[src/rtl/cfdd_pkg.sv]
`default_nettype none

package cfdd_pkg;

	localparam int VALUE_DEPTH = 32;

	localparam int CFG_IDX_W = 1;
	localparam int CFG_DATA_W = 8;
	localparam logic [CFG_IDX_W-1:0] REG_PREFIX = 1'b0;
	localparam logic [CFG_IDX_W-1:0] REG_TERM = 1'b1;

	localparam logic [7:0] PREFIX_RESET = 8'd38;
	localparam logic [7:0] TERM_RESET = 8'd37;

	localparam logic [7:0] CHAR_SP = 8'h20;
	localparam logic [7:0] CHAR_TAB = 8'h09;
	localparam logic [7:0] CHAR_LF = 8'h0a;
	localparam logic [7:0] CHAR_CR = 8'h0d;

	localparam int MSGQ_DEPTH = 4;
	localparam int MSGQ_AW = $clog2(MSGQ_DEPTH);
	localparam int OUTQ_DEPTH = 4;
	localparam int OUTQ_AW = $clog2(OUTQ_DEPTH);

	typedef enum logic [3:0] {
		MODE_HUNT    = 4'b0001,
		MODE_PREFIX1 = 4'b0010,
		MODE_FRAME   = 4'b0100,
		MODE_LEGACY  = 4'b1000
	} mode_t;

	typedef struct packed {
		logic [7:0] cmd;
		logic       legacy;
		logic       hasval;
	} msg_hdr_t;

	typedef struct packed {
		logic [7:0] cmd;
		logic       legacy;
		logic       hasval;
		logic       cv;
		logic [7:0] value;
		logic       last;
	} result_t;

endpackage

`default_nettype wire

[src/rtl/cfdd_parser.sv]
`default_nettype none

module cfdd_parser #(
	parameter int VALUE_DEPTH = cfdd_pkg::VALUE_DEPTH
) (
	input  wire logic                             clk,
	input  wire logic                             arst_n,
	input  wire logic                             cfg_write,
	input  wire logic [cfdd_pkg::CFG_IDX_W-1:0]   cfg_index,
	input  wire logic [cfdd_pkg::CFG_DATA_W-1:0]  cfg_data,
	input  wire logic                             push,
	input  wire logic [7:0]                       rx_byte,
	output logic                                  full,
	input  wire logic [$clog2(VALUE_DEPTH)+1:0]   ring_rd_ptr,
	output logic                                  mem_we,
	output logic [$clog2(VALUE_DEPTH):0]          mem_addr,
	output logic [7:0]                            mem_data,
	output logic                                  msg_push,
	output cfdd_pkg::msg_hdr_t                    msg_hdr,
	output logic [$clog2(VALUE_DEPTH+1)-1:0]      msg_count,
	input  wire logic                             msg_full
);

	localparam int CW = $clog2(VALUE_DEPTH + 1);
	localparam int RA = $clog2(VALUE_DEPTH) + 1;
	localparam int PW = RA + 1;
	localparam int RING = 1 << RA;

	typedef struct packed {
		logic          have;
		logic          sdone;
		logic          sp;
		logic [CW-1:0] cnt;
		logic [7:0]    cmd;
		logic          st;
		logic          ok;
	} body_t;

	function automatic body_t body_byte(body_t s, logic [7:0] c);
		body_t r;
		r = s;
		r.st = 1'b0;
		r.ok = 1'b1;
		if (!(c inside {cfdd_pkg::CHAR_CR, cfdd_pkg::CHAR_LF})) begin
			if (!s.have) begin
				r.cmd = c;
				r.have = 1'b1;
			end else if (!s.sdone) begin
				r.sdone = 1'b1;
				r.sp = (c == cfdd_pkg::CHAR_SP);
			end else if (s.sp) begin
				if (s.cnt >= CW'(VALUE_DEPTH)) begin
					r.ok = 1'b0;
				end else begin
					r.st = 1'b1;
					r.cnt = s.cnt + 1'b1;
				end
			end
		end
		return r;
	endfunction

	cfdd_pkg::mode_t mode_q, mode_d;
	logic            held_q, held_d;
	logic            have_q, sdone_q, sp_q;
	logic [CW-1:0]   cnt_q;
	logic [7:0]      cmd_q;
	logic [PW-1:0]   base_q, base_d;
	logic [7:0]      pre_q, term_q;
	logic            pend_v_q, pend_v_d;
	logic [RA-1:0]   pend_a_q, pend_a_d;
	logic [7:0]      pend_d_q, pend_d_d;

	body_t           cur, nxt, sec, r1, r2;
	logic            accept, is_ws, hunt, emit, emit_leg, emit_hv, lg_go, fr_go;
	logic [CW-1:0]   emit_n;
	logic [PW-1:0]   addr_cur, addr_sec, used;
	logic            w0v, w1v;
	logic [RA-1:0]   w0a, w1a;
	logic [7:0]      w0d, w1d;

	assign addr_cur = base_q + PW'(cnt_q);
	assign used = addr_cur - ring_rd_ptr;
	assign full = (used >= PW'(RING - 1)) || msg_full;
	assign accept = push && !full;
	assign is_ws = rx_byte inside {cfdd_pkg::CHAR_SP, cfdd_pkg::CHAR_TAB,
		cfdd_pkg::CHAR_CR, cfdd_pkg::CHAR_LF};

	always_comb begin
		cur = {have_q, sdone_q, sp_q, cnt_q, cmd_q, 1'b0, 1'b1};
		nxt = cur;
		sec = cur;
		r1 = cur;
		r2 = cur;
		mode_d = mode_q;
		held_d = held_q;
		hunt = 1'b0;
		emit = 1'b0;
		emit_leg = 1'b0;
		emit_hv = 1'b0;
		lg_go = 1'b0;
		fr_go = 1'b0;
		w0v = 1'b0;
		w1v = 1'b0;
		w0d = term_q;
		w1d = rx_byte;
		if (accept) begin
			case (mode_q)
				cfdd_pkg::MODE_HUNT: begin
					if (!is_ws) begin
						nxt.cnt = '0;
						nxt.sdone = 1'b0;
						nxt.sp = 1'b0;
						held_d = 1'b0;
						if (rx_byte == pre_q) begin
							mode_d = cfdd_pkg::MODE_PREFIX1;
							nxt.have = 1'b0;
						end else begin
							mode_d = cfdd_pkg::MODE_LEGACY;
							nxt.cmd = rx_byte;
							nxt.have = 1'b1;
						end
					end
				end
				cfdd_pkg::MODE_PREFIX1: begin
					if (rx_byte == pre_q) begin
						if (pre_q == term_q) begin
							hunt = 1'b1;
						end else begin
							mode_d = cfdd_pkg::MODE_FRAME;
							nxt.have = 1'b0;
						end
					end else begin
						mode_d = cfdd_pkg::MODE_LEGACY;
						sec.cmd = pre_q;
						sec.have = 1'b1;
						nxt = sec;
						lg_go = 1'b1;
					end
				end
				cfdd_pkg::MODE_LEGACY: begin
					lg_go = 1'b1;
				end
				cfdd_pkg::MODE_FRAME: begin
					if (!held_q) begin
						fr_go = 1'b1;
					end else if (rx_byte == term_q) begin
						emit = have_q;
						emit_hv = sdone_q && sp_q;
						hunt = 1'b1;
					end else begin
						r1 = body_byte(cur, term_q);
						if (!r1.ok) begin
							hunt = 1'b1;
						end else begin
							held_d = 1'b0;
							w0v = r1.st;
							sec = r1;
							nxt = r1;
							fr_go = 1'b1;
						end
					end
				end
				default: begin
					hunt = 1'b1;
				end
			endcase
			if (lg_go) begin
				if (rx_byte == cfdd_pkg::CHAR_LF) begin
					emit = sec.sdone && sec.sp && (sec.cnt != '0);
					emit_leg = 1'b1;
					emit_hv = 1'b1;
					hunt = 1'b1;
				end else begin
					r2 = body_byte(sec, rx_byte);
					if (!r2.ok) begin
						hunt = 1'b1;
					end else begin
						nxt = r2;
						w1v = r2.st;
					end
				end
			end
			if (fr_go) begin
				if (rx_byte == term_q) begin
					nxt = sec;
					held_d = 1'b1;
				end else begin
					r2 = body_byte(sec, rx_byte);
					if (!r2.ok) begin
						hunt = 1'b1;
					end else begin
						nxt = r2;
						w1v = r2.st;
					end
				end
			end
			if (hunt) begin
				mode_d = cfdd_pkg::MODE_HUNT;
				held_d = 1'b0;
				nxt.have = 1'b0;
				nxt.sdone = 1'b0;
				nxt.sp = 1'b0;
				nxt.cnt = '0;
				w0v = 1'b0;
				w1v = 1'b0;
			end
		end
		addr_sec = base_q + PW'(sec.cnt);
		w0a = addr_cur[RA-1:0];
		w1a = addr_sec[RA-1:0];
		emit_n = emit_hv ? sec.cnt : '0;
		base_d = emit ? (base_q + PW'(emit_n)) : base_q;
	end

	// one store write a cycle; a second byte waits in the pending slot
	always_comb begin
		mem_we = pend_v_q || w0v || w1v;
		if (pend_v_q) begin
			mem_addr = pend_a_q;
			mem_data = pend_d_q;
		end else if (w0v) begin
			mem_addr = w0a;
			mem_data = w0d;
		end else begin
			mem_addr = w1a;
			mem_data = w1d;
		end
		pend_v_d = pend_v_q ? (w0v || w1v) : (w0v && w1v);
		if (pend_v_q && w0v) begin
			pend_a_d = w0a;
			pend_d_d = w0d;
		end else begin
			pend_a_d = w1a;
			pend_d_d = w1d;
		end
	end

	assign msg_push = emit;
	assign msg_hdr = '{cmd: sec.cmd, legacy: emit_leg, hasval: emit_hv};
	assign msg_count = emit_n;

	always_ff @(posedge clk or negedge arst_n) begin
		if (!arst_n) begin
			mode_q <= cfdd_pkg::MODE_HUNT;
			held_q <= 1'b0;
			have_q <= 1'b0;
			sdone_q <= 1'b0;
			sp_q <= 1'b0;
			cnt_q <= '0;
			cmd_q <= '0;
			base_q <= '0;
			pend_v_q <= 1'b0;
			pre_q <= cfdd_pkg::PREFIX_RESET;
			term_q <= cfdd_pkg::TERM_RESET;
		end else begin
			mode_q <= mode_d;
			held_q <= held_d;
			have_q <= nxt.have;
			sdone_q <= nxt.sdone;
			sp_q <= nxt.sp;
			cnt_q <= nxt.cnt;
			cmd_q <= nxt.cmd;
			base_q <= base_d;
			pend_v_q <= pend_v_d;
			if (cfg_write) begin
				case (cfg_index)
					cfdd_pkg::REG_PREFIX: pre_q <= cfg_data;
					cfdd_pkg::REG_TERM: term_q <= cfg_data;
					default: ;
				endcase
			end
		end
	end

	always_ff @(posedge clk) begin
		pend_a_q <= pend_a_d;
		pend_d_q <= pend_d_d;
	end

	a_cnt_bound: assert property (@(posedge clk) disable iff (!arst_n)
		cnt_q <= CW'(VALUE_DEPTH))
		else $error("value count past depth");

	a_ring_bound: assert property (@(posedge clk) disable iff (!arst_n)
		used <= PW'(RING))
		else $error("value ring overrun");

	a_held_frame: assert property (@(posedge clk) disable iff (!arst_n)
		held_q |-> mode_q == cfdd_pkg::MODE_FRAME)
		else $error("held terminator outside frame");

	a_emit_hunt: assert property (@(posedge clk) disable iff (!arst_n)
		msg_push |=> mode_q == cfdd_pkg::MODE_HUNT)
		else $error("no return to hunting after message");

endmodule

`default_nettype wire

[src/rtl/cfdd_msg_fifo.sv]
`default_nettype none

module cfdd_msg_fifo #(
	parameter int CW = 6
) (
	input  wire logic               clk,
	input  wire logic               arst_n,
	input  wire logic               push,
	input  cfdd_pkg::msg_hdr_t      push_hdr,
	input  wire logic [CW-1:0]      push_count,
	output logic                    full,
	input  wire logic               pop,
	output logic                    empty,
	output cfdd_pkg::msg_hdr_t      head_hdr,
	output logic [CW-1:0]           head_count
);

	localparam int AW = cfdd_pkg::MSGQ_AW;

	cfdd_pkg::msg_hdr_t hdr_q [cfdd_pkg::MSGQ_DEPTH];
	logic [CW-1:0]      count_q [cfdd_pkg::MSGQ_DEPTH];
	logic [AW-1:0]      wr_q, rd_q;
	logic [AW:0]        occ_q;
	logic               do_push, do_pop;

	assign full = (occ_q == (AW+1)'(cfdd_pkg::MSGQ_DEPTH));
	assign empty = (occ_q == '0);
	assign do_push = push && !full;
	assign do_pop = pop && !empty;
	assign head_hdr = hdr_q[rd_q];
	assign head_count = count_q[rd_q];

	always_ff @(posedge clk or negedge arst_n) begin
		if (!arst_n) begin
			wr_q <= '0;
			rd_q <= '0;
			occ_q <= '0;
		end else begin
			if (do_push) begin
				wr_q <= wr_q + 1'b1;
			end
			if (do_pop) begin
				rd_q <= rd_q + 1'b1;
			end
			occ_q <= occ_q + (AW+1)'(do_push) - (AW+1)'(do_pop);
		end
	end

	always_ff @(posedge clk) begin
		if (do_push) begin
			hdr_q[wr_q] <= push_hdr;
			count_q[wr_q] <= push_count;
		end
	end

	a_occ_bound: assert property (@(posedge clk) disable iff (!arst_n)
		occ_q <= (AW+1)'(cfdd_pkg::MSGQ_DEPTH))
		else $error("message queue occupancy out of range");

	a_no_drop: assert property (@(posedge clk) disable iff (!arst_n)
		push |-> !full)
		else $error("message pushed into full queue");

	a_ptr_gap: assert property (@(posedge clk) disable iff (!arst_n)
		(occ_q == '0 || occ_q == (AW+1)'(cfdd_pkg::MSGQ_DEPTH)) |-> wr_q == rd_q)
		else $error("queue pointers disagree with occupancy");

endmodule

`default_nettype wire

[src/rtl/cfdd_emitter.sv]
`default_nettype none

module cfdd_emitter #(
	parameter int VALUE_DEPTH = cfdd_pkg::VALUE_DEPTH
) (
	input  wire logic                             clk,
	input  wire logic                             arst_n,
	input  wire logic                             mem_we,
	input  wire logic [$clog2(VALUE_DEPTH):0]     mem_addr,
	input  wire logic [7:0]                       mem_data,
	output logic [$clog2(VALUE_DEPTH)+1:0]        ring_rd_ptr,
	input  wire logic                             msg_empty,
	input  cfdd_pkg::msg_hdr_t                    msg_hdr,
	input  wire logic [$clog2(VALUE_DEPTH+1)-1:0] msg_count,
	output logic                                  msg_pop,
	output logic                                  empty,
	input  wire logic                             pop,
	output cfdd_pkg::result_t                     head
);

	localparam int CW = $clog2(VALUE_DEPTH + 1);
	localparam int RA = $clog2(VALUE_DEPTH) + 1;
	localparam int PW = RA + 1;
	localparam int RING = 1 << RA;
	localparam int OAW = cfdd_pkg::OUTQ_AW;

	logic [7:0]         mem [RING];

	logic               active_q;
	logic               none_q;
	cfdd_pkg::msg_hdr_t hdr_q;
	logic [CW-1:0]      rem_q;
	logic [PW-1:0]      rd_ptr_q;

	logic               v_s1;
	cfdd_pkg::msg_hdr_t hdr_s1;
	logic               cv_s1;
	logic               last_s1;
	logic [7:0]         rdata_s1;

	cfdd_pkg::result_t  oq_q [cfdd_pkg::OUTQ_DEPTH];
	logic [OAW-1:0]     oq_wr_q, oq_rd_q;
	logic [OAW:0]       occ_q;

	logic               issue, is_last, rd_en, do_pop;
	cfdd_pkg::result_t  oq_in;

	assign issue = active_q && ((occ_q + (OAW+1)'(v_s1)) < (OAW+1)'(cfdd_pkg::OUTQ_DEPTH));
	assign is_last = none_q || (rem_q == CW'(1));
	assign rd_en = issue && !none_q;
	assign msg_pop = !active_q && !msg_empty;
	assign ring_rd_ptr = rd_ptr_q;
	assign empty = (occ_q == '0);
	assign do_pop = pop && !empty;
	assign head = oq_q[oq_rd_q];

	always_comb begin
		oq_in.cmd = hdr_s1.cmd;
		oq_in.legacy = hdr_s1.legacy;
		oq_in.hasval = hdr_s1.hasval;
		oq_in.cv = cv_s1;
		oq_in.value = cv_s1 ? rdata_s1 : 8'h00;
		oq_in.last = last_s1;
	end

	always_ff @(posedge clk or negedge arst_n) begin
		if (!arst_n) begin
			active_q <= 1'b0;
			rd_ptr_q <= '0;
			v_s1 <= 1'b0;
			oq_wr_q <= '0;
			oq_rd_q <= '0;
			occ_q <= '0;
		end else begin
			if (msg_pop) begin
				active_q <= 1'b1;
			end else if (issue && is_last) begin
				active_q <= 1'b0;
			end
			if (rd_en) begin
				rd_ptr_q <= rd_ptr_q + 1'b1;
			end
			v_s1 <= issue;
			if (v_s1) begin
				oq_wr_q <= oq_wr_q + 1'b1;
			end
			if (do_pop) begin
				oq_rd_q <= oq_rd_q + 1'b1;
			end
			occ_q <= occ_q + (OAW+1)'(v_s1) - (OAW+1)'(do_pop);
		end
	end

	always_ff @(posedge clk) begin
		if (msg_pop) begin
			hdr_q <= msg_hdr;
			rem_q <= msg_count;
			none_q <= (msg_count == '0);
		end else if (rd_en) begin
			rem_q <= rem_q - 1'b1;
		end
		if (issue) begin
			hdr_s1 <= hdr_q;
			cv_s1 <= !none_q;
			last_s1 <= is_last;
		end
		if (v_s1) begin
			oq_q[oq_wr_q] <= oq_in;
		end
	end

	always_ff @(posedge clk) begin
		if (mem_we) begin
			mem[mem_addr] <= mem_data;
		end
		if (rd_en) begin
			rdata_s1 <= mem[rd_ptr_q[RA-1:0]];
		end
	end

	a_oq_bound: assert property (@(posedge clk) disable iff (!arst_n)
		occ_q <= (OAW+1)'(cfdd_pkg::OUTQ_DEPTH))
		else $error("result queue overrun");

	a_no_collide: assert property (@(posedge clk) disable iff (!arst_n)
		(mem_we && rd_en) |-> mem_addr != rd_ptr_q[RA-1:0])
		else $error("value read of a slot being written");

	a_rem_live: assert property (@(posedge clk) disable iff (!arst_n)
		(active_q && !none_q) |-> rem_q != '0)
		else $error("active run with no bytes left");

endmodule

`default_nettype wire

[src/rtl/command_frame_deframer_unit.sv]
// Channel   Direction  Handshake             Payload
// input     in         push / full           rx_byte[7:0]
// result    out        empty / pop           command_char, is_legacy, has_value,
//                                            char_valid, value_char, last
// config    in         cfg_write (no wait)   cfg_index, cfg_data[7:0]
//
// The parser takes one byte per cycle; full rises only when the value ring or the
// message queue has no room, and stays high until the emitter frees room in them.
// The emitter gives one result per cycle while the output queue has room, and
// pauses to open each message; its rate is set by the value ring's single read port.
// Results sit in a four-entry output queue, so input and output stall independently.
// Reset clears parser, queues and emitter at once; the value ring needs no clearing.
`default_nettype none

module command_frame_deframer_unit #(
	parameter int VALUE_DEPTH = cfdd_pkg::VALUE_DEPTH
) (
	input  wire logic                            clk,
	input  wire logic                            arst_n,
	input  wire logic                            cfg_write,
	input  wire logic [cfdd_pkg::CFG_IDX_W-1:0]  cfg_index,
	input  wire logic [cfdd_pkg::CFG_DATA_W-1:0] cfg_data,
	input  wire logic                            push,
	output logic                                 full,
	input  wire logic [7:0]                      rx_byte,
	output logic                                 empty,
	input  wire logic                            pop,
	output logic [7:0]                           command_char,
	output logic                                 is_legacy,
	output logic                                 has_value,
	output logic                                 char_valid,
	output logic [7:0]                           value_char,
	output logic                                 last
);

	localparam int CW = $clog2(VALUE_DEPTH + 1);
	localparam int RA = $clog2(VALUE_DEPTH) + 1;
	localparam int PW = RA + 1;

	logic               mem_we;
	logic [RA-1:0]      mem_addr;
	logic [7:0]         mem_data;
	logic [PW-1:0]      ring_rd_ptr;
	logic               mq_push, mq_full, mq_pop, mq_empty;
	cfdd_pkg::msg_hdr_t mq_in_hdr, mq_head_hdr;
	logic [CW-1:0]      mq_in_count, mq_head_count;
	cfdd_pkg::result_t  head;

	cfdd_parser #(
		.VALUE_DEPTH(VALUE_DEPTH)
	) u_parser (
		.clk(clk),
		.arst_n(arst_n),
		.cfg_write(cfg_write),
		.cfg_index(cfg_index),
		.cfg_data(cfg_data),
		.push(push),
		.rx_byte(rx_byte),
		.full(full),
		.ring_rd_ptr(ring_rd_ptr),
		.mem_we(mem_we),
		.mem_addr(mem_addr),
		.mem_data(mem_data),
		.msg_push(mq_push),
		.msg_hdr(mq_in_hdr),
		.msg_count(mq_in_count),
		.msg_full(mq_full)
	);

	cfdd_msg_fifo #(
		.CW(CW)
	) u_msg_fifo (
		.clk(clk),
		.arst_n(arst_n),
		.push(mq_push),
		.push_hdr(mq_in_hdr),
		.push_count(mq_in_count),
		.full(mq_full),
		.pop(mq_pop),
		.empty(mq_empty),
		.head_hdr(mq_head_hdr),
		.head_count(mq_head_count)
	);

	cfdd_emitter #(
		.VALUE_DEPTH(VALUE_DEPTH)
	) u_emitter (
		.clk(clk),
		.arst_n(arst_n),
		.mem_we(mem_we),
		.mem_addr(mem_addr),
		.mem_data(mem_data),
		.ring_rd_ptr(ring_rd_ptr),
		.msg_empty(mq_empty),
		.msg_hdr(mq_head_hdr),
		.msg_count(mq_head_count),
		.msg_pop(mq_pop),
		.empty(empty),
		.pop(pop),
		.head(head)
	);

	assign command_char = head.cmd;
	assign is_legacy = head.legacy;
	assign has_value = head.hasval;
	assign char_valid = head.cv;
	assign value_char = head.value;
	assign last = head.last;

endmodule

`default_nettype wire

[config.mk]
export PLATFORM = sky130hd
export DESIGN_NAME = command_frame_deframer_unit
export DESIGN_NICKNAME = d
export VERILOG_FILES = /design/src/rtl/cfdd_pkg.sv /design/src/rtl/cfdd_parser.sv /design/src/rtl/cfdd_msg_fifo.sv /design/src/rtl/cfdd_emitter.sv /design/src/rtl/command_frame_deframer_unit.sv
export SDC_FILE = /design/constraint.sdc
export NUM_CORES = 1
export LEC_CHECK = 0
export ABC_CLOCK_PERIOD_IN_PS = 13260
export BUFFER_PORTS_ARGS = -buffer_cell sky130_fd_sc_hd__buf_2
export CAP_MARGIN = 0
export CORE_MARGIN = 4
export CORE_UTILIZATION = 40
export CTS_BUF_LIST = sky130_fd_sc_hd__clkbuf_16
export DETAILED_ROUTE_END_ITERATION = 8
export PLACE_DENSITY_LB_ADDON = 0.12
export SLEW_MARGIN = 20
export SYNTH_ARGS = -nofsm -noshare
export SYNTH_HDL_FRONTEND = slang
export SYNTH_HIERARCHICAL = 1
export SYNTH_SLANG_ARGS = --single-unit
export TNS_END_PERCENT = 10
[constraint.sdc]
create_clock -name clk -period 13.26 [get_ports clk]
set_input_delay 1.989 -clock clk [delete_from_list [all_inputs] [get_ports clk]]
set_output_delay 1.989 -clock clk [all_outputs]
set_load 0.1 [all_outputs]
==> results of run 1 <==
[flip-flops by register name, summed over array words and instances (netlist names), 2 cells and up]
| register | cells |
|---|---|
| u_parser/pre_q | 8 |
| u_parser/cnt_q | 6 |
| u_emitter/ring_rd_ptr | 7 |
| u_emitter/rem_q | 6 |
| u_emitter/oq_wr_q | 2 |
| u_parser/pend_a_q | 6 |
| u_parser/mode_q | 4 |
| u_msg_fifo/hdr_q | 40 |
| u_emitter/hdr_s1 | 10 |
| u_parser/pend_d_q | 8 |
| u_emitter/hdr_q | 10 |
| u_emitter/rdata_s1 | 8 |
| u_emitter/mem | 512 |
| u_emitter/occ_q | 3 |
| u_msg_fifo/count_q | 24 |
| u_msg_fifo/wr_q | 2 |
| u_parser/term_q | 8 |
| u_parser/cmd_q | 8 |
| u_parser/base_q | 7 |
| u_msg_fifo/rd_q | 2 |
| u_msg_fifo/occ_q | 3 |
| u_emitter/oq_q | 80 |
| u_emitter/oq_rd_q | 2 |
[where the power goes]
part	internal (mW)	leakage, nW	switching (mW)
Combinational	0.287	3.71	0.659
Sequential	2.72	7.22	0.0974
Clock	1.35	1.42	0.959
Total	4.35	12.3	1.72
[cell families after synthesis]
logic type,share of synthesized area
AOI/OAI and AO/OA,0.0554
xor gates and xnor gates,0.0184
adders and majority gates,0.0193
buffers and inverters,0.0248
DFF,0.677
muxes,0.142
and+or+nand+nor,0.0636
[layout by cell type (no fill, tap or decap), drive strengths merged, types with 10 or more instances in the layout]
cell type	netlist	routed
a221oi	10	10
mux2	68	68
or2	10	10
inv	49	75
nand3	30	30
a22oi	23	23
nor3	25	25
nor2	118	118
o31ai	11	11
a21oi	41	41
mux4	156	156
nand4	16	16
clkbuf	43	85
ha	44	44
xnor2	57	57
o2111ai	11	11
buf	69	69
nor2b	21	21
clkinv	1	34
dfxtp	14	14
xor2	14	14
dfrtp	62	62
o21ai	72	72
a211oi	13	13
mux2i	41	41
nand2	88	88
nand3b	13	13
edfxtp	693	693
nand2b	11	11
and2	18	18
[worst max-delay path, delay by kind of cell]
| kind | cells | cell delay, ns |
|---|---|---|
| compound gates | 8 | 2.10 |
| xor+xnor | 3 | 0.48 |
| fa+ha+maj | 1 | 0.32 |
| buf+inv | 2 | 0.38 |
| simple gates | 6 | 2.57 |
[Yosys cell counts, drive strengths merged, types with 5 or more instances]
master	count	area share
buf	69	0.015
nor4b	5	0.0021
xor2	14	0.0036
o21bai	9	0.0020
nor2	118	0.014
o2111ai	11	0.0030
xnor2	57	0.015
edfxtp	693	0.62
a22oi	23	0.0051
nor4	8	0.0021
inv	49	0.0055
dfxtp	14	0.0083
nand4	16	0.0030
a211oi	13	0.0030
o21ai	72	0.011
mux4	156	0.11
a31oi	9	0.0017
clkbuf	43	0.0048
and2	18	0.0033
or2	10	0.0020
a221oi	10	0.0028
dfstp	7	0.0055
o211ai	8	0.0018
dfrtp	62	0.046
fa	5	0.0030
mux2i	41	0.012
mux2	68	0.024
o31ai	11	0.0024
nand3b	13	0.0029
ha	44	0.016
nand2b	11	0.0020
o22ai	9	0.0017
o221ai	9	0.0023
and3	7	0.0013
nor2b	21	0.0039
o22a	6	0.0016
nor3	25	0.0045
nand3	30	0.0046
nand2	88	0.010
and3b	6	0.0016
a21o	8	0.0018
and4	9	0.0023
a21oi	41	0.0061
[final timing paths]
check | from | end | slack, ns | cells past startpoint
setup / recovery | rx_byte[1] | u_emitter/mem[33][5] | 5.66 | 20
hold / removal | u_emitter/hdr_q[7] | u_emitter/hdr_s1[7] | 0.42 | 0
setup reg to reg | u_parser/cnt_q[0] | u_emitter/mem[33][5] | 5.85 | 25
hold reg to reg | u_emitter/hdr_q[7] | u_emitter/hdr_s1[7] | 0.42 | 0
max in group asynchronous | arst_n | u_emitter/ring_rd_ptr[0] | 10.95 | 2
min in group asynchronous | arst_n | u_parser/cmd_q[0] | 1.30 | 1
[per-layer routing]
| metal | track usage | vias to the layer above | wire [um] |
|---|---|---|---|
| li1 | - | 8014 | - |
| met1 | 0.262 | 9542 | 36700 |
| met2 | 0.298 | 536 | 39400 |
| met3 | 0.0264 | 118 | 3950 |
| met4 | 0.0482 | 2 | 1990 |
| met5 | 0 | - | 13 |
[metrics by stage]
step,utilization,instances
CTS,0.451,3240
detailed placement,0.418,3084
global placement,0.418,3083
finish,0.451,3242
floorplan,-,1993
global route,0.451,3240
[final cells by class]
class	count	area [um^2]	share of cell area
Tap cell	1134	1420	0.0376
Clock buffer	85	2130	0.0564
Inverter	50	188	0.00498
Timing Repair Buffer	69	433	0.0115
Multi-Input combinational cell	1055	10100	0.268
Sequential cell	776	22800	0.605
Clock inverter	71	621	0.0165
Antenna cell	2	5.00	0.000133
==> results.sh, run 1 <==
export IMPL_syn_area_um2=33700
export IMPL_drt_initial_drc_count=1484
export IMPL_whs_ns=0.421
export IMPL_dpl_cell_area_um2=35000
export IMPL_min_path_type="reg2reg"
export IMPL_antenna_found_initial=4
export IMPL_fin_area_um2=37700
export IMPL_maxSlewHeadroom=0.334
export IMPL_cts_tree="built"
export IMPL_critPathLaunchType="primary input"
export IMPL_grt_pass1_wl_um=123000
export IMPL_synth_seq_cells=776
export IMPL_drive_gt1_frac=0.210
export IMPL_clockBufferDepth=3
export IMPL_die_area_um2=89100
export IMPL_worstMarginPinSlew_ns=0.992
export IMPL_status="finished clean"
export IMPL_finalPower_mw=6.07
export IMPL_firstDrtPassIters=5
export IMPL_critPathRequiredTime_ns=13.52
export IMPL_top_level_ports=44
export IMPL_path_clk_slew_ns=0.06
export IMPL_die_height_um=298
export IMPL_cts_root_buf="clkbuf_16"
export IMPL_finalClockSkew_ns=0.0327
export IMPL_finalSetupTns_ns=0
export IMPL_hold_viol=0
export IMPL_routedWlPerCell_um=25.3
export IMPL_pre_cts_slack_ns=5.08
export IMPL_synthCells=1993
export IMPL_synth_edf_count=693
export IMPL_post_cts_repair_setup_buffers=0
export IMPL_vias_per_cell=5.62
export IMPL_cpMostUsedCell="a21oi_1"
export IMPL_synth_cell_type_count=98
export IMPL_drt_total_wl_um=82000
export IMPL_p_per_area_nw_per_um2=161
export IMPL_path_class="in2reg"
export IMPL_dpl_hpwl_um=52000
export IMPL_port_buffers=43
export IMPL_cts_htree_levels=3
export IMPL_postRouteAntennaNets=0
export IMPL_grt_pass1_vias=18638
export IMPL_fp_dieW_um=298
export IMPL_seq_area_frac_synth=0.677
export IMPL_syn2layout_area_growth_pct=11.8
export IMPL_drc=0
export IMPL_place_congestion=0.891
export IMPL_peakVddDrop_uv=152
export IMPL_cpMaxStageDelayCell="nor3_1"
export IMPL_synthArstFlopShare=0.0889
export IMPL_grt_max_degree=97
export IMPL_ys_flop_type="edfxtp_1"
export IMPL_syn_nets=2064
export IMPL_ctsHoldBuffers=0
export IMPL_clock_latency_ns=0.65
export IMPL_fmax_ghz=0.132
export IMPL_avgSynthCellArea_um2=16.9
export IMPL_crit_path_cell_trace="buf_2 > xnor2_1 > nand4_1 > o2111ai_1 > buf_4 > nor4_4 > a21oi_1 > o21ai_0 > ha_1 > a21o_1 > a21oi_1 > o21bai_1 > a21oi_1 > xor2_1 > xnor2_1 > nand2_1 > a21oi_1 > nor4bb_1 > nand2_1 > nor3_1"
export IMPL_setup_viol=0
export IMPL_period_minus_slack_ns=7.60
export IMPL_track_usage=0.184
export IMPL_cp_arrival_ns=7.86
export IMPL_overflow=0
export IMPL_cts_resized=0
export IMPL_power_leakage_nw=12.3
export IMPL_slowest_delay_ns=0.81
export IMPL_floorplan_initialDensity=0.403
export IMPL_endpoint_kind="flip-flop"
export IMPL_core_area_um2=83700
export IMPL_setup_slack_ns=5.66
export IMPL_min_period_over_period=0.573
export IMPL_cap_violations=0
export IMPL_num_vias=18212
export IMPL_cts_buffers=83
export IMPL_fp_row_count=106
export IMPL_fill_cells=7255
export IMPL_nNetsFinal=2106
export IMPL_ys_warn_count=6
export IMPL_slew_viol_final=0
export IMPL_cp_max_fo=17
export IMPL_clkSinkCount=776
export IMPL_rsz0062_at_grt="false"
No activity file was read; power rests on OpenSTA's default activity.
==> inputs of run 2 (changes only) <==
--- a/config.mk
+++ b/config.mk
@@ -5,7 +5,7 @@
 export SDC_FILE = /design/constraint.sdc
 export NUM_CORES = 1
 export LEC_CHECK = 0
-export ABC_CLOCK_PERIOD_IN_PS = 13260
+export ABC_CLOCK_PERIOD_IN_PS = 6890
 export BUFFER_PORTS_ARGS = -buffer_cell sky130_fd_sc_hd__buf_2
 export CAP_MARGIN = 0
 export CORE_MARGIN = 4
==> constraint.sdc (replaced) <==
create_clock -name clk -period 6.89 [get_ports clk]
set_input_delay 1.0335 -clock clk [delete_from_list [all_inputs] [get_ports clk]]
set_output_delay 1.0335 -clock clk [all_outputs]
set_load 0.1 [all_outputs]
==> results.sh, run 2 (synthesized netlist as in run 1, its figures left out) <==
export IMPL_slowest_delay_ns=0.75
export IMPL_port_buffers=43
export IMPL_path_clk_slew_ns=0.06
export IMPL_drt_initial_drc_count=1401
export IMPL_cts_buffers=84
export IMPL_peakVddDrop_uv=237
export IMPL_final_common_cell="edfxtp_1"
export IMPL_crit_path_cell_trace="ha_1 > fa_1 > a211oi_2 > nor2_1 > nor2_1 > ha_1 > xnor2_1 > nor3b_1 > a41oi_1 > o211ai_1 > buf_4 > nor2_1 > xnor2_1 > ha_1 > inv_1 > o21bai_1 > a21oi_1 > xor2_1 > xnor2_1 > nand2_1 > a21oi_1 > buf_4 > nand3b_1 > nor2_1"
export IMPL_overflow=0
export IMPL_min_period_over_period=0.927
export IMPL_p_seq_frac=0.462
export IMPL_finalClockSkew_ns=0.0310
export IMPL_firstDrtPassIters=5
export IMPL_antenna_cells=0
export IMPL_fp_dieW_um=298
export IMPL_switching_power_mw=3.30
export IMPL_die_height_um=298
export IMPL_dpl_hpwl_um=52700
export IMPL_utilization=0.457
export IMPL_place_congestion=0.843
export IMPL_clkPwrFrac=0.381
export IMPL_cts_htree_levels=3
export IMPL_maxSlewHeadroom=0.244
export IMPL_multiInputGateArea_um2=10100
export IMPL_fmax_ghz=0.157
export IMPL_clockBufferDepth=3
export IMPL_hold_viol=0
export IMPL_cpMaxStageDelayCell="nor2_1"
export IMPL_routedWlPerCell_um=24.7
export IMPL_critPathRequiredTime_ns=7.14
export IMPL_clkSinkCount=776
export IMPL_vias_per_cell=5.52
export IMPL_cpMostUsedCell="nor2_1"
export IMPL_register_area_um2=22800
export IMPL_rsz0062_at_grt="false"
export IMPL_power_leakage_nw=12.7
export IMPL_postRouteAntennaNets=0
export IMPL_min_path_type="reg2reg"
export IMPL_slew_viol_final=0
export IMPL_ctsHoldBuffers=0
export IMPL_top_register="u_emitter/mem"
export IMPL_finalPower_mw=11.7
export IMPL_cts_resized=0
export IMPL_largest_reg_flops=512
export IMPL_cts_tree="built"
export IMPL_num_vias=18288
export IMPL_dp_cells=3161
export IMPL_setup_viol=0
export IMPL_clock_latency_ns=0.63
export IMPL_drc=0
export IMPL_fill_cells=7223
export IMPL_top_level_ports=44
export IMPL_post_cts_repair_setup_buffers=0
export IMPL_nNetsFinal=2184
export IMPL_track_usage=0.183
export IMPL_cp_arrival_ns=6.63
export IMPL_drive_gt1_frac=0.245
export IMPL_grt_pass1_vias=18612
export IMPL_fp_row_count=106
export IMPL_grt_pass1_wl_um=123000
export IMPL_fin_area_um2=38300
export IMPL_drt_total_wl_um=81800
export IMPL_worstMarginPinSlew_ns=1.13
export IMPL_endpoint_kind="flip-flop"
export IMPL_die_area_um2=89100
export IMPL_final_cells=3316
export IMPL_critPathLaunchType="flip-flop"
export IMPL_period_minus_slack_ns=6.39
export IMPL_cts_root_buf="clkbuf_16"
export IMPL_cp_max_fo=32
export IMPL_core_area_um2=83700
export IMPL_power_internal_mw=8.40
export IMPL_dpl_cell_area_um2=35500
export IMPL_comb_power_share=0.157
export IMPL_top_regs="u_emitter/mem: 512 flops, u_emitter/oq_q: 80 flops, u_msg_fifo/hdr_q: 40 flops"
export IMPL_path_class="reg2reg"
export IMPL_grt_max_degree=107
export IMPL_status="finished clean"
export IMPL_syn2layout_area_growth_pct=13.5
export IMPL_p_per_area_nw_per_um2=305
export IMPL_finalSetupTns_ns=0
export IMPL_floorplan_initialDensity=0.403
export IMPL_final_cell_mix="693 x edfxtp_1, 138 x mux4_2, 113 x nor2_1"
export IMPL_cap_violations=0
export IMPL_antenna_found_initial=1
export IMPL_p_sw_frac=0.282
[run 2: stage by stage]
stage | hold slack (ns) | worst slack (ns)
floorplan | 0.400 | 0.601
global placement | 0.404 | 0.828
detailed placement | 0.405 | 0.632
CTS | 0.420 | 0.602
global route | 0.433 | 0.0492
finish | 0.419 | 0.503
[run 2: layout make-up]
class / instances / share of cell area
Multi-Input combinational cell: 1055 / 0.263
Clock inverter: 68 / 0.0150
Sequential cell: 776 / 0.596
Tap cell: 1134 / 0.0371
Inverter: 50 / 0.00490
Timing Repair Buffer: 146 / 0.0262
Clock buffer: 87 / 0.0569
[run 2: critical path: cells and delay by family, from the launching register on]
kind / cells / cell delay (ns)
XOR/XNOR: 4 / 0.68
adder cells (fa/ha/maj): 4 / 1.30
AO/OA/AOI/OAI: 6 / 1.04
flip-flops: 1 / 0.47
AND/OR/NAND/NOR: 7 / 1.81
buffers and inverters: 3 / 0.70
[run 2: worst paths after layout]
check | from | endpoint | slack, ns | cells after the start
worst min register to register | u_emitter/hdr_q[4] | u_emitter/hdr_s1[4] | 0.42 | 0
worst max-delay path | u_parser/cnt_q[0] | u_emitter/mem[50][3] | 0.50 | 24
worst min-delay path | u_emitter/hdr_q[4] | u_emitter/hdr_s1[4] | 0.42 | 0
worst max register to register | u_parser/cnt_q[0] | u_emitter/mem[50][3] | 0.50 | 24
max in group asynchronous | arst_n | u_emitter/ring_rd_ptr[1] | 5.57 | 1
min in group asynchronous | arst_n | u_parser/term_q[1] | 0.54 | 1
[run 2: power by group through the flow]
stage / registers (mW) / logic, mW / clock network [mW]
finish: 5.40 / 1.84 / 4.45
global route: 5.42 / 1.97 / 4.78
CTS: 5.40 / 1.85 / 4.57
detailed placement: 5.50 / 1.84 / 0
global placement: 5.50 / 1.83 / 0
floorplan: 5.38 / 1.51 / 0
[run 2: layer usage]
metal	share of wire	track usage	wire length, um
met1	0.46	0.267	37400
met2	0.47	0.285	38100
met3	0.062	0.0381	5070
met4	0.015	0.0398	1220
met5	0	0	0
==> inputs of run 3 (changes only) <==
--- a/config.mk
+++ b/config.mk
@@ -8,7 +8,6 @@
 export ABC_CLOCK_PERIOD_IN_PS = 6890
 export BUFFER_PORTS_ARGS = -buffer_cell sky130_fd_sc_hd__buf_2
 export CAP_MARGIN = 0
-export CORE_MARGIN = 4
 export CORE_UTILIZATION = 40
 export CTS_BUF_LIST = sky130_fd_sc_hd__clkbuf_16
 export DETAILED_ROUTE_END_ITERATION = 8
==> results.sh, run 3 (synthesized netlist as in run 1, its figures left out) <==
export IMPL_die_height_um=292
export IMPL_top_regs="u_emitter/mem: 512 flops, u_emitter/oq_q: 80 flops, u_msg_fifo/hdr_q: 40 flops"
export IMPL_maxSlewHeadroom=0.294
export IMPL_top_register="u_emitter/mem"
export IMPL_path_buf_inv=1
export IMPL_cpMaxStageDelayCell="nor2_1"
export IMPL_cpMostUsedCell="nor2_1"
export IMPL_vias_per_cell=5.60
export IMPL_worstMarginPinSlew_ns=1.06
export IMPL_hold_viol=0
export IMPL_fill_cells=7189
export IMPL_rsz0062_at_grt="true"
export IMPL_clkSinkCount=776
export IMPL_peakVddDrop_uv=228
export IMPL_path_clk_slew_ns=0.07
export IMPL_endpoint_kind="flip-flop"
export IMPL_largest_reg_flops=512
export IMPL_finalClockSkew_ns=0.0324
export IMPL_finalPower_mw=11.7
export IMPL_floorplan_initialDensity=0.404
export IMPL_min_path_type="in2async"
export IMPL_setup_slack_ns=0.405
export IMPL_drc=0
export IMPL_post_cts_repair_setup_buffers=0
export IMPL_cp_arrival_ns=6.73
export IMPL_crit_path_cell_trace="ha_1 > fa_1 > a211oi_2 > nor2_1 > nor2_1 > ha_1 > xnor2_1 > nor3b_1 > a41oi_1 > o211ai_1 > buf_4 > nor2_1 > xnor2_1 > ha_1 > fa_1 > a21oi_1 > nor2_1 > nor2_1 > xnor2_1 > mux2_4 > mux2_2 > or3_1 > nor2_1"
export IMPL_cap_violations=0
export IMPL_routedWlPerCell_um=24.9
export IMPL_drt_total_wl_um=81500
export IMPL_cts_tree="built"
export IMPL_drive_gt1_frac=0.247
export IMPL_status="finished clean"
export IMPL_power_leakage_nw=12.8
export IMPL_nNetsFinal=2188
export IMPL_antenna_cells=0
export IMPL_num_vias=18275
export IMPL_p_per_area_nw_per_um2=307
export IMPL_grt_max_degree=65
export IMPL_setup_viol=0
export IMPL_fin_area_um2=38300
export IMPL_core_area_um2=83600
export IMPL_grt_pass1_vias=18997
export IMPL_overflow=0
export IMPL_antenna_found_initial=1
export IMPL_pre_cts_slack_ns=0.301
export IMPL_clock_latency_ns=0.64
export IMPL_postRouteAntennaNets=0
export IMPL_syn2layout_area_growth_pct=13.4
export IMPL_firstDrtPassIters=6
export IMPL_cts_buffers=84
export IMPL_cp_top_family="simple AND/OR/NAND/NOR gates"
export IMPL_fp_dieW_um=292
export IMPL_critPathRequiredTime_ns=7.13
export IMPL_fp_row_count=106
export IMPL_die_area_um2=85500
export IMPL_place_congestion=0.825
export IMPL_path_class="reg2reg"
export IMPL_clockBufferDepth=3
export IMPL_dpl_cell_area_um2=35500
export IMPL_cts_resized=0
export IMPL_whs_ns=0.310
export IMPL_port_buffers=43
export IMPL_cp_max_fo=9
export IMPL_cts_root_buf="clkbuf_16"
export IMPL_critPathLaunchType="flip-flop"
export IMPL_track_usage=0.194
export IMPL_min_period_over_period=0.941
export IMPL_top_level_ports=44
export IMPL_cts_htree_levels=3
export IMPL_final_cells=3265
export IMPL_dp_cells=3111
export IMPL_period_minus_slack_ns=6.49
export IMPL_ctsHoldBuffers=0
export IMPL_drt_initial_drc_count=1637
export IMPL_dpl_hpwl_um=52300
export IMPL_slowest_delay_ns=0.56
export IMPL_grt_pass1_wl_um=124000
export IMPL_final_cell_mix="693 x edfxtp_1, 138 x mux4_2, 109 x nor2_1"
export IMPL_fmax_ghz=0.154
export IMPL_slew_viol_final=0
export IMPL_final_common_cell="edfxtp_1"
## run 3: path summary, 6_finish.rpt
kind	cells past startpoint	startpoint	slack (ns)	endpoint
max in group asynchronous	2	arst_n	5.49	u_emitter/ring_rd_ptr[0]
min in group clk	0	u_emitter/hdr_q[4]	0.44	u_emitter/hdr_s1[4]
min	1	arst_n	0.31	u_parser/cmd_q[4]
min reg2reg	0	u_emitter/hdr_q[4]	0.44	u_emitter/hdr_s1[4]
max reg2reg	23	u_parser/cnt_q[0]	0.40	u_emitter/mem[0][7]
max	23	u_parser/cnt_q[0]	0.40	u_emitter/mem[0][7]
## run 3: through the flow
stage                     TNS (ns)  utilization
after floorplan                  0            -
after global placement           0        0.425
after detailed placement         0        0.425
after CTS                        0        0.458
after global routing         -2.25        0.458
final                            0        0.458
## run 3: layout make-up
type                            count  area, um^2  area share
Inverter                           50         188     0.00490
Clock inverter                     69         647      0.0169
Multi-Input combinational cell   1055       10100       0.264
Tap cell                         1080        1350      0.0353
Clock buffer                       85        2130      0.0556
Timing Repair Buffer              150        1020      0.0267
Sequential cell                   776       22800       0.597
## run 3: power breakdown
| part | switching [mW] | internal (mW) | total, mW |
|---|---|---|---|
| sequential | 0.170 | 5.23 | 5.40 |
| clock | 1.85 | 2.63 | 4.48 |
| combinational | 1.28 | 0.581 | 1.86 |
## run 3: routing by layer
metal	track usage	vias to the layer above	share of wire
li1	-	8172	-
met1	0.286	9509	0.47
met2	0.305	498	0.47
met3	0.0248	96	0.045
met4	0.0506	0	0.019
met5	0	-	0
